--- config.mk ---
export PLATFORM = sky130hd
export DESIGN_NAME = framed_packet_receiver_xor_ack
export DESIGN_NICKNAME = d
export VERILOG_FILES = /design/src/rtl/fpr_pkg.sv /design/src/rtl/framed_packet_receiver_xor_ack.sv /design/src/rtl/fpr_core.sv
export SDC_FILE = /design/constraint.sdc
export NUM_CORES = 1
export LEC_CHECK = 0
export BUFFER_PORTS_ARGS = -buffer_cell sky130_fd_sc_hd__buf_2
export CAP_MARGIN = 20
export CORE_MARGIN = 4
export CORE_UTILIZATION = 60
export DETAILED_ROUTE_END_ITERATION = 16
export PLACE_DENSITY_LB_ADDON = 0.08
export SYNTH_ARGS = -nofsm -noshare
export SYNTH_HDL_FRONTEND = slang
export SYNTH_HIERARCHICAL = 1
export SYNTH_SLANG_ARGS = --single-unit
export TNS_END_PERCENT = 100
--- constraint.sdc ---
create_clock -name clk_i -period 4.15 [get_ports clk_i]
set_input_delay 0.415 -clock clk_i [delete_from_list [all_inputs] [get_ports clk_i]]
set_output_delay 0.415 -clock clk_i [all_outputs]
set_load 0.01 [all_outputs]
--- src/rtl/fpr_pkg.sv ---
// ----------------------------------------------------------------------------
// fpr_pkg
// Types and constants shared by the framed packet receiver files.
// ----------------------------------------------------------------------------
package fpr_pkg;

  typedef enum logic [2:0] {
    PH_HUNT    = 3'd0,
    PH_TYPE    = 3'd1,
    PH_LEN_LO  = 3'd2,
    PH_LEN_HI  = 3'd3,
    PH_PAYLOAD = 3'd4,
    PH_CHECK   = 3'd5,
    PH_END     = 3'd6,
    PH_LOCKED  = 3'd7
  } phase_e;

  localparam logic [2:0] REG_START_MARKER    = 3'd0;
  localparam logic [2:0] REG_END_MARKER      = 3'd1;
  localparam logic [2:0] REG_ACK_CODE        = 3'd2;
  localparam logic [2:0] REG_NACK_CODE       = 3'd3;
  localparam logic [2:0] REG_RETRY_LIMIT     = 3'd4;
  localparam logic [2:0] REG_START_TYPE_CODE = 3'd5;

  localparam logic KIND_PAYLOAD = 1'b0;
  localparam logic KIND_VERDICT = 1'b1;

  localparam int unsigned FAULT_END  = 0;
  localparam int unsigned FAULT_XOR  = 1;
  localparam int unsigned FAULT_LINE = 2;

  typedef struct packed {
    logic [7:0] rx_byte;
    logic       rx_error;
  } in_t;

  typedef struct packed {
    logic        item_kind;
    logic [7:0]  payload_value;
    logic [15:0] payload_position;
    logic [7:0]  frame_kind;
    logic [15:0] frame_length;
    logic        frame_good;
    logic [2:0]  fault_bits;
    logic        reply_valid;
    logic [7:0]  reply_byte;
    logic        gave_up;
  } out_t;

  typedef struct packed {
    logic [7:0] start_marker;
    logic [7:0] end_marker;
    logic [7:0] ack_code;
    logic [7:0] nack_code;
    logic [7:0] retry_limit;
    logic [7:0] start_type_code;
  } cfg_t;

endpackage

--- src/rtl/framed_packet_receiver_xor_ack.sv ---
// Results are registered in the output register, or the skid stage on a stall.
// Throughput: one byte per cycle; the output register plus a one-entry skid
// stage let input continue while a result waits. Input stalls only while the
// skid stage is full. Reset (async, active low) returns to hunting, clears all
// counters and loads the register defaults; there is no clearing pass.
// ----------------------------------------------------------------------------
// framed_packet_receiver_xor_ack
// Deframes SOF/type/length/payload/XOR/EOF frames and issues ACK/NACK verdicts.
// ----------------------------------------------------------------------------
module framed_packet_receiver_xor_ack (
  input  logic          clk_i,
  input  logic          rst_ni,
  input  logic          in_valid_i,
  output logic          in_stall_o,
  input  fpr_pkg::in_t  in_data_i,
  output logic          out_valid_o,
  input  logic          out_stall_i,
  output fpr_pkg::out_t out_data_o,
  input  logic          cfg_valid_i,
  output logic          cfg_ready_o,
  input  logic [2:0]    cfg_index_i,
  input  logic [7:0]    cfg_data_i
);
  import fpr_pkg::*;

  cfg_t cfg_q;
  logic in_xfer;
  logic res_valid;
  out_t res;
  logic out_valid_q;
  out_t out_q;
  logic skid_valid_q;
  out_t skid_q;
  logic out_free;

  assign cfg_ready_o = 1'b1;

  always_ff @(posedge clk_i or negedge rst_ni) begin
    if (!rst_ni) begin
      cfg_q.start_marker    <= 8'd170;
      cfg_q.end_marker      <= 8'd187;
      cfg_q.ack_code        <= 8'd0;
      cfg_q.nack_code       <= 8'd1;
      cfg_q.retry_limit     <= 8'd3;
      cfg_q.start_type_code <= 8'd0;
    end else if (cfg_valid_i) begin
      case (cfg_index_i)
        REG_START_MARKER:    cfg_q.start_marker    <= cfg_data_i;
        REG_END_MARKER:      cfg_q.end_marker      <= cfg_data_i;
        REG_ACK_CODE:        cfg_q.ack_code        <= cfg_data_i;
        REG_NACK_CODE:       cfg_q.nack_code       <= cfg_data_i;
        REG_RETRY_LIMIT:     cfg_q.retry_limit     <= cfg_data_i;
        REG_START_TYPE_CODE: cfg_q.start_type_code <= cfg_data_i;
        default: begin
        end
      endcase
    end
  end

  assign in_stall_o = skid_valid_q;
  assign in_xfer    = in_valid_i && !skid_valid_q;

  fpr_core u_core (
    .clk_i       (clk_i),
    .rst_ni      (rst_ni),
    .item_xfer_i (in_xfer),
    .item_i      (in_data_i),
    .cfg_i       (cfg_q),
    .res_valid_o (res_valid),
    .res_o       (res)
  );

  assign out_free = !out_valid_q || !out_stall_i;

  always_ff @(posedge clk_i or negedge rst_ni) begin
    if (!rst_ni) begin
      out_valid_q  <= 1'b0;
      skid_valid_q <= 1'b0;
    end else if (out_free) begin
      out_valid_q  <= skid_valid_q | res_valid;
      skid_valid_q <= 1'b0;
    end else if (res_valid) begin
      skid_valid_q <= 1'b1;
    end
  end

  always_ff @(posedge clk_i) begin
    if (out_free) begin
      out_q <= skid_valid_q ? skid_q : res;
    end else if (res_valid) begin
      skid_q <= res;
    end
  end

  assign out_valid_o = out_valid_q;
  assign out_data_o  = out_q;

endmodule

--- src/rtl/fpr_core.sv ---
// ----------------------------------------------------------------------------
// fpr_core
// Frame parser: phase machine, length/XOR/error tracking and verdict logic.
// ----------------------------------------------------------------------------
module fpr_core (
  input  logic          clk_i,
  input  logic          rst_ni,
  input  logic          item_xfer_i,
  input  fpr_pkg::in_t  item_i,
  input  fpr_pkg::cfg_t cfg_i,
  output logic          res_valid_o,
  output fpr_pkg::out_t res_o
);
  import fpr_pkg::*;

  phase_e      phase_q, phase_d;
  logic [7:0]  type_q, type_d;
  logic [15:0] len_q, len_d;
  logic [15:0] taken_q, taken_d;
  logic [7:0]  xor_q, xor_d;
  logic [7:0]  chk_q, chk_d;
  logic        err_q, err_d;
  logic [7:0]  fail_q, fail_d;

  logic [7:0]  b;
  logic [15:0] taken_inc;
  logic [15:0] len_full;
  logic [2:0]  faults;
  logic [7:0]  fail_inc;
  logic        lock_now;

  assign b         = item_i.rx_byte;
  assign taken_inc = taken_q + 16'd1;
  assign len_full  = {b, len_q[7:0]};

  always_comb begin
    faults             = '0;
    faults[FAULT_END]  = (b != cfg_i.end_marker);
    faults[FAULT_XOR]  = (xor_q != chk_q);
    faults[FAULT_LINE] = err_q | item_i.rx_error;
  end

  assign fail_inc = (fail_q == 8'hFF) ? fail_q : fail_q + 8'd1;
  assign lock_now = (faults != '0) && (fail_inc > cfg_i.retry_limit);

  // next state
  always_comb begin
    phase_d = phase_q;
    type_d  = type_q;
    len_d   = len_q;
    taken_d = taken_q;
    xor_d   = xor_q;
    chk_d   = chk_q;
    err_d   = err_q;
    fail_d  = fail_q;
    if (item_xfer_i && phase_q != PH_LOCKED) begin
      err_d = err_q | item_i.rx_error;
      case (phase_q)
        PH_HUNT: begin
          if (b == cfg_i.start_marker) phase_d = PH_TYPE;
        end
        PH_TYPE: begin
          type_d  = b;
          phase_d = PH_LEN_LO;
        end
        PH_LEN_LO: begin
          len_d   = {8'd0, b};
          phase_d = PH_LEN_HI;
        end
        PH_LEN_HI: begin
          len_d   = len_full;
          taken_d = '0;
          xor_d   = '0;
          phase_d = (len_full == '0) ? PH_CHECK : PH_PAYLOAD;
        end
        PH_PAYLOAD: begin
          xor_d   = xor_q ^ b;
          taken_d = taken_inc;
          if (taken_inc == len_q) phase_d = PH_CHECK;
        end
        PH_CHECK: begin
          chk_d   = b;
          phase_d = PH_END;
        end
        PH_END: begin
          taken_d = '0;
          xor_d   = '0;
          err_d   = 1'b0;
          if (faults != '0) fail_d = fail_inc;
          phase_d = lock_now ? PH_LOCKED : PH_HUNT;
        end
        default: begin
          phase_d = phase_q;
        end
      endcase
    end
  end

  // result
  always_comb begin
    res_valid_o        = 1'b0;
    res_o              = '0;
    res_o.frame_kind   = type_q;
    res_o.frame_length = len_q;
    case (phase_q)
      PH_PAYLOAD: begin
        res_valid_o            = item_xfer_i;
        res_o.item_kind        = KIND_PAYLOAD;
        res_o.payload_value    = b;
        res_o.payload_position = taken_q;
      end
      PH_END: begin
        res_valid_o     = item_xfer_i;
        res_o.item_kind = KIND_VERDICT;
        if (faults == '0) begin
          res_o.frame_good = 1'b1;
          if (type_q != cfg_i.start_type_code) begin
            res_o.reply_valid = 1'b1;
            res_o.reply_byte  = cfg_i.ack_code;
          end
        end else begin
          res_o.fault_bits  = faults;
          res_o.reply_valid = 1'b1;
          res_o.reply_byte  = cfg_i.nack_code;
          res_o.gave_up     = lock_now;
        end
      end
      default: begin
        res_valid_o = 1'b0;
      end
    endcase
  end

  always_ff @(posedge clk_i or negedge rst_ni) begin
    if (!rst_ni) begin
      phase_q <= PH_HUNT;
      type_q  <= '0;
      len_q   <= '0;
      taken_q <= '0;
      xor_q   <= '0;
      chk_q   <= '0;
      err_q   <= 1'b0;
      fail_q  <= '0;
    end else begin
      phase_q <= phase_d;
      type_q  <= type_d;
      len_q   <= len_d;
      taken_q <= taken_d;
      xor_q   <= xor_d;
      chk_q   <= chk_d;
      err_q   <= err_d;
      fail_q  <= fail_d;
    end
  end

endmodule

# Word level (Yosys, flattened, before mapping)
# Cells that the tools add are included.
# Widths: inputs -> output; s select.
dict set report word_totals {
  register_bits 244
  input_bits 25
  out_inout_bits 66
  word_cells 119
}
dict set report classes {
  add_sub_neg 2
  mux 22
  n_bitwise 5
  n_reduce_logical 32
  n_eq_ne 20
  n_lt_le_gt_ge 1
}
# cell n
set ops {}
lappend ops {{$pmux 16 s2} 2}
lappend ops {{$mux 63} 1}
lappend ops {{$mux 24} 1}
lappend ops {{$ne 8x8->1} 3}
lappend ops {{$reduce_and 2->1} 11}
lappend ops {{$pmux 3 s7} 1}
lappend ops {{$mux 9} 2}
lappend ops {{$add 16x1->16 const B} 1}
lappend ops {{$eq 16x16->1} 1}
lappend ops {{$logic_not 16->1} 1}
lappend ops {{$pmux 8 s2} 1}
lappend ops {{$eq 3x3->1 const B} 5}
lappend ops {{$mux 14} 1}
lappend ops {{$eq 3x2->1 const B} 4}
lappend ops {{$mux 3} 4}
lappend ops {{$logic_not 3->1} 3}
lappend ops {{$add 8x1->8 const B} 1}
lappend ops {{$eq 8x8->1} 1}
lappend ops {{$eq 8x8->1 const B} 1}
lappend ops {{$gt 8x8->1} 1}
lappend ops {{$mux 1} 8}
lappend ops {{$mux 8} 1}
lappend ops {{$xor 8x8->8} 1}
lappend ops {{$reduce_bool 7->1} 1}
lappend ops {{13 further kinds} 25}

# Logic depth before layout (Yosys ltp)
dict set report logic_depth {
  depth_word 7
  mapped_depth 12
  mapped_depth_nobuf 12
}

# Cells and area by module
# The synthesis kept the hierarchy.
# module area_each_um2 cells_per_inst instances seq_area_each_um2
set by_module_without_submodules {}
lappend by_module_without_submodules {framed_packet_receiver_xor_ack 6465.0 312 1 5051.1}
lappend by_module_without_submodules {fpr_core 4400.5 481 1 1701.6}

# Worst setup path before layout
# Ideal clock, no wire load.
dict set report synth_timing {
  path_kind {register to register}
  from {register skid_valid_q (netlist: in_stall_o)}
  to {register skid_q[0] (netlist name), enable pin}
  period_less_slack_ps 3399
  required_time_ps 3722
  t_arrival_ps 2971
  n_path_buf 3
  slack_ps 751
  setup_time_ps 428
  path_stages_with_launch 7
  cell_sequence {dfrtp_1 > buf_2 > buf_2 > nor2b_1 > and2_0 > clkbuf_1 > and3_1}
}
dict set report synth_via {
  elab_chain_cells 4
}
# item line
set synth_rtl {}
lappend synth_rtl {{start, declared} framed_packet_receiver_xor_ack.sv:32} ;# logic skid_valid_q;
lappend synth_rtl {{start signal, assigned} framed_packet_receiver_xor_ack.sv:78} ;# skid_valid_q <= 1'b0;
lappend synth_rtl {{start signal, assigned} framed_packet_receiver_xor_ack.sv:81} ;# skid_valid_q <= 1'b0;
lappend synth_rtl {{start signal, assigned} framed_packet_receiver_xor_ack.sv:83} ;# skid_valid_q <= 1'b1;
lappend synth_rtl {{$logic_not 1->1} framed_packet_receiver_xor_ack.sv:61} ;# assign in_xfer = in_valid_i && !skid_valid_q;
lappend synth_rtl {{$logic_and 1x1->1} framed_packet_receiver_xor_ack.sv:61}
lappend synth_rtl {{net in_xfer} framed_packet_receiver_xor_ack.sv:27} ;# logic in_xfer;
lappend synth_rtl {{$mux 1} fpr_core.sv:105} ;# case (phase_q)
lappend synth_rtl {{net res_valid} framed_packet_receiver_xor_ack.sv:28} ;# logic res_valid;
lappend synth_rtl {{$reduce_and 2->1 (no source line)} n/a}
lappend synth_rtl {{end signal, assigned} framed_packet_receiver_xor_ack.sv:91} ;# skid_q <= res;
lappend synth_rtl {{end, declared} framed_packet_receiver_xor_ack.sv:33} ;# out_t skid_q;
# The timed path passes the listed nets, and every way through them passes these cells.
# A chain may end at the register's enable or synchronous reset.

==> key figures <==
Synthesis
  • Seq/Total Area, Yosys: 0.621
  • Distinct cell type count after synthesis: 57
  • Area share of xor/xnor cells in the synthesized design: 0.0524
  • Warnings from Yosys: 6
  • Post-Synthesis Net Count: 828
  • Number of synthesized register bits: 244
  • Post-Synthesis Mean Instance Area: 13.7 um^2
  • Share of cell area taken by muxes after synthesis: 0.147
  • Post-synthesis instance area: 10900 um^2
  • Simple-gate share of the synthesized area: 0.100
  • Compound-cell area share of the yosys netlist: 0.0470
  • Number of standard cells after synthesis: 793
  • Share of async-settable or async-resettable flops after synthesis: 0.484
  • Number of synthesized flops with an enable pin: 126
  • Synth Area in Adders: 0.0115
  • Largest family of logic cells by synthesized area: multiplexers
  • Top_reg_cell synth: sky130_fd_sc_hd__edfxtp_1

Drt
  • Number of iterations in the first detailed-routing pass: 5
  • Routed WL: 23.0 mm
  • Detailed-route vias per instance: 5.96
  • Antenna viol nets, final: 0
  • Detail-routed net length per standard cell: 20.4 um
  • DRC Markers: 0
  • Starting DRC count in detailed routing: 472
  • Routed via count: 6721

Clock tree
  • Root buf cell: sky130_fd_sc_hd__clkbuf_16
  • Clock tree buffer depth: 3
  • Clock transition at path regs: 0.06 ns
  • Worst-Skew Late Latency: 0.51 ns
  • Clock tree from TritonCTS: yes
  • Number of buffers inserted during clock tree synthesis: 25
  • H-tree Lvls: 1
  • # clock sinks: 244
  • Post-cts gate resize count: 0

STA
  • Setup WS post-layout: 0.971 ns
  • Slew Viols, Final: 0
  • Final setup violation count: 0
  • Slew headroom: 0.422
  • Setup repair after global routing missed its margin: no
  • Period utilisation layout: 0.766
  • Count of final hold-check violations: 0
  • Highest attainable clock frequency: 315 MHz
  • Setup total negative slack: 0 ns
  • Maximum clock skew at final layout: 0.0125 ns
  • Min Tclk post-route: 3.18 ns
  • Tightest Pin Transition: 0.863 ns
  • Worst Hold Slack: 0.259 ns

Finish
  • Final non-filler cell area: 12400 um^2
  • Area Overhead vs Synth: 14.0%
  • Final cell count without fillers: 1128
  • Number of antenna cells inserted: 0
  • Fraction of layout cells with a size suffix above 1: 0.341
  • Final net count: 919

Setup path
  • CP arrival: 3.44 ns
  • Peak fanout along the critical path: 7
  • Register-to-register path setup slack: 0.97 ns
  • Critical path launch point type: register
  • Setup Crit Path Kind: register to register
  • Nature of the critical path endpoint: register
  • Required time reported for the critical path endpoint: 4.41 ns

Global routing
  • Total congestion overflow after global routing: 0
  • Global-route usage over all layers: 0.230
  • Largest net degree at the start of global routing: 83
  • Via count of the first global-routing pass: 6998
  • First-pass GRT wire length: 37.4 mm
  • Number of antenna violations at the first check in global routing: 0

Place
  • Area of placed instances: 11500 um^2
  • Place WS: 1.01 ns
  • HPWL after detailed placement: 15.6 mm
  • Number of instances in the placed design: 1079
  • Count of buffers inserted at the top-level ports: 89
  • Gp weighted congestion: 0.847

Power and ir drop
  • Proportion of power drawn by the clock network: 0.277
  • Switching power share of the total: 0.302
  • Power per Cell Area: 642 nW/um^2
  • Internal power summed over all cells: 5550 uW
  • Comb power frac: 0.242
  • Leak: 0.00513 uW
  • Maximum ir drop on the vdd rail: 0.435 mV
  • Relative contribution of sequential cells to total power: 0.482
  • Switching power: 2400 uW

Die
  • Core Region: 17500 um^2
  • Count of standard-cell rows: 48
  • Boundary Pins: 91
  • Overall die width: 143 um
  • Vertical die dimension: 143 um
  • Initial core utilization: 0.620
  • Die area: 20300 um^2

Outcome
  • Result of the run: complete, no violations

Flow run
  • Max Cap Viol: 0

Hold path
  • Hold Path Class: primary input to register
==> cell families (layout without fill, tap and decap cells) <==
group	count (synthesis)	after routing
buffers and inverters	52	162
adder cells (fa/ha/maj)	10	10
AND/OR/NAND/NOR	200	200
AO/OA/AOI/OAI	79	79
flip-flops	244	244
other	1	1
multiplexers	142	142
XOR/XNOR	65	65
==> per-layer routing <==
metal  wire length [um]  vias to the layer above  track usage
li1                   -                     3074            -
met1               9510                     3415        0.305
met2              11900                      193        0.403
met3               1150                       39       0.0346
met4                440                        0       0.0565
met5                  0                        -            0
==> power groups by stage <==
stage	Sequential, uW	Clock, uW	Combinational, uW
global route	3900	2350	2120
floorplan	3800	0	1230
CTS	3830	2250	1930
finish	3830	2200	1920
global placement	3840	0	1850
detailed placement	3870	0	1900
==> worst paths after layout <==
kind / start / to / cells after the start
setup / recovery: u_core/fail_q[0] / out_data_o[0] / 12
hold / removal: in_data_i[0] / u_core/err_q / 3
setup reg to reg: u_core/fail_q[0] / out_data_o[0] / 12
hold reg to reg: cfg_q[31] / cfg_q[31] / 1
max in group asynchronous: rst_ni / in_stall_o / 4
min in group asynchronous: rst_ni / cfg_q[25] / 2
==> critical path, stage by stage, from the launching register on <==
cell	delay, ns
sky130_fd_sc_hd__dfrtp_1	0.43
sky130_fd_sc_hd__ha_1	0.25
sky130_fd_sc_hd__and3_1	0.21
sky130_fd_sc_hd__nand3_1	0.27
sky130_fd_sc_hd__mux2_2	0.40
sky130_fd_sc_hd__ha_1	0.30
sky130_fd_sc_hd__nor2b_1	0.13
sky130_fd_sc_hd__o21ai_0	0.15
sky130_fd_sc_hd__nand2b_1	0.07
sky130_fd_sc_hd__a21oi_1	0.14
sky130_fd_sc_hd__o21ai_0	0.14
sky130_fd_sc_hd__and3_1	0.19
sky130_fd_sc_hd__mux2_2	0.25
==> cells in the mapped netlist (all sizes together) (3+ instances only) <==
cell,number,share of area
nand2b,4,0.0023
a22o,10,0.0081
and3,5,0.0029
or2,3,0.0017
o41ai,4,0.0032
o21ai,26,0.012
and2,22,0.013
nor2,35,0.012
nor4bb,3,0.0028
nor4,8,0.0060
mux2,142,0.15
edfxtp,126,0.35
ha,10,0.012
nor2b,9,0.0052
clkbuf,26,0.0092
inv,14,0.0048
or3,3,0.0022
nor3,9,0.0046
nand3,25,0.013
buf,12,0.0060
nand4,13,0.0094
xor2,21,0.017
xnor2,44,0.035
a21oi,16,0.0074
nand2,55,0.019
a31oi,6,0.0035
a21o,3,0.0021
dfrtp,105,0.24
dfstp,13,0.031
==> what timing repair did <==
action | 4_1_cts | 5_1_grt
endpoints found under the hold margin | 0 | 9
hold buffers | 0 | 1
buffers inserted | 0 | 0
==> cells in the final DEF (no fill, tap or decap), types with 23 or more instances in the layout <==
master	synthesis	routed
sky130_fd_sc_hd__edfxtp_1	126	126
sky130_fd_sc_hd__nor2_1	35	35
sky130_fd_sc_hd__clkbuf_16	0	25
sky130_fd_sc_hd__dfrtp_1	105	104
sky130_fd_sc_hd__nand3_1	23	23
sky130_fd_sc_hd__nand2_1	55	54
sky130_fd_sc_hd__buf_2	10	89
sky130_fd_sc_hd__mux2_2	142	142
sky130_fd_sc_hd__xnor2_1	44	44
sky130_fd_sc_hd__o21ai_0	26	26
==> sequential cells by signal, indices dropped and copies added (netlist names) <==
| register | count |
|---|---|
| u_core/err_q | 1 |
| u_core/type_q | 8 |
| u_core/fail_q | 8 |
| u_core/taken_q | 16 |
| out_valid_o | 1 |
| cfg_q | 48 |
| u_core/xor_q | 8 |
| in_stall_o | 1 |
| out_data_o | 63 |
| u_core/len_q | 16 |
| u_core/chk_q | 8 |
| skid_q | 63 |
| u_core/phase_q | 3 |
==> final cells by class <==
type,instances,area [um^2]
well taps,225,282
clock buffers,38,718
inverters,14,52.6
fillers,1191,5140
flip-flops and latches,244,6750
multi-input cells,497,3900
clock inverters,8,96.3
repair buffers,102,591
==> through the flow <==
stage | util | power (uW)
floorplan | - | 5030
global placement | 0.657 | 5690
detailed placement | 0.658 | 5770
CTS | 0.704 | 8010
global route | 0.707 | 8380
finish | 0.707 | 7950
(Power assumes the default switching activity.)
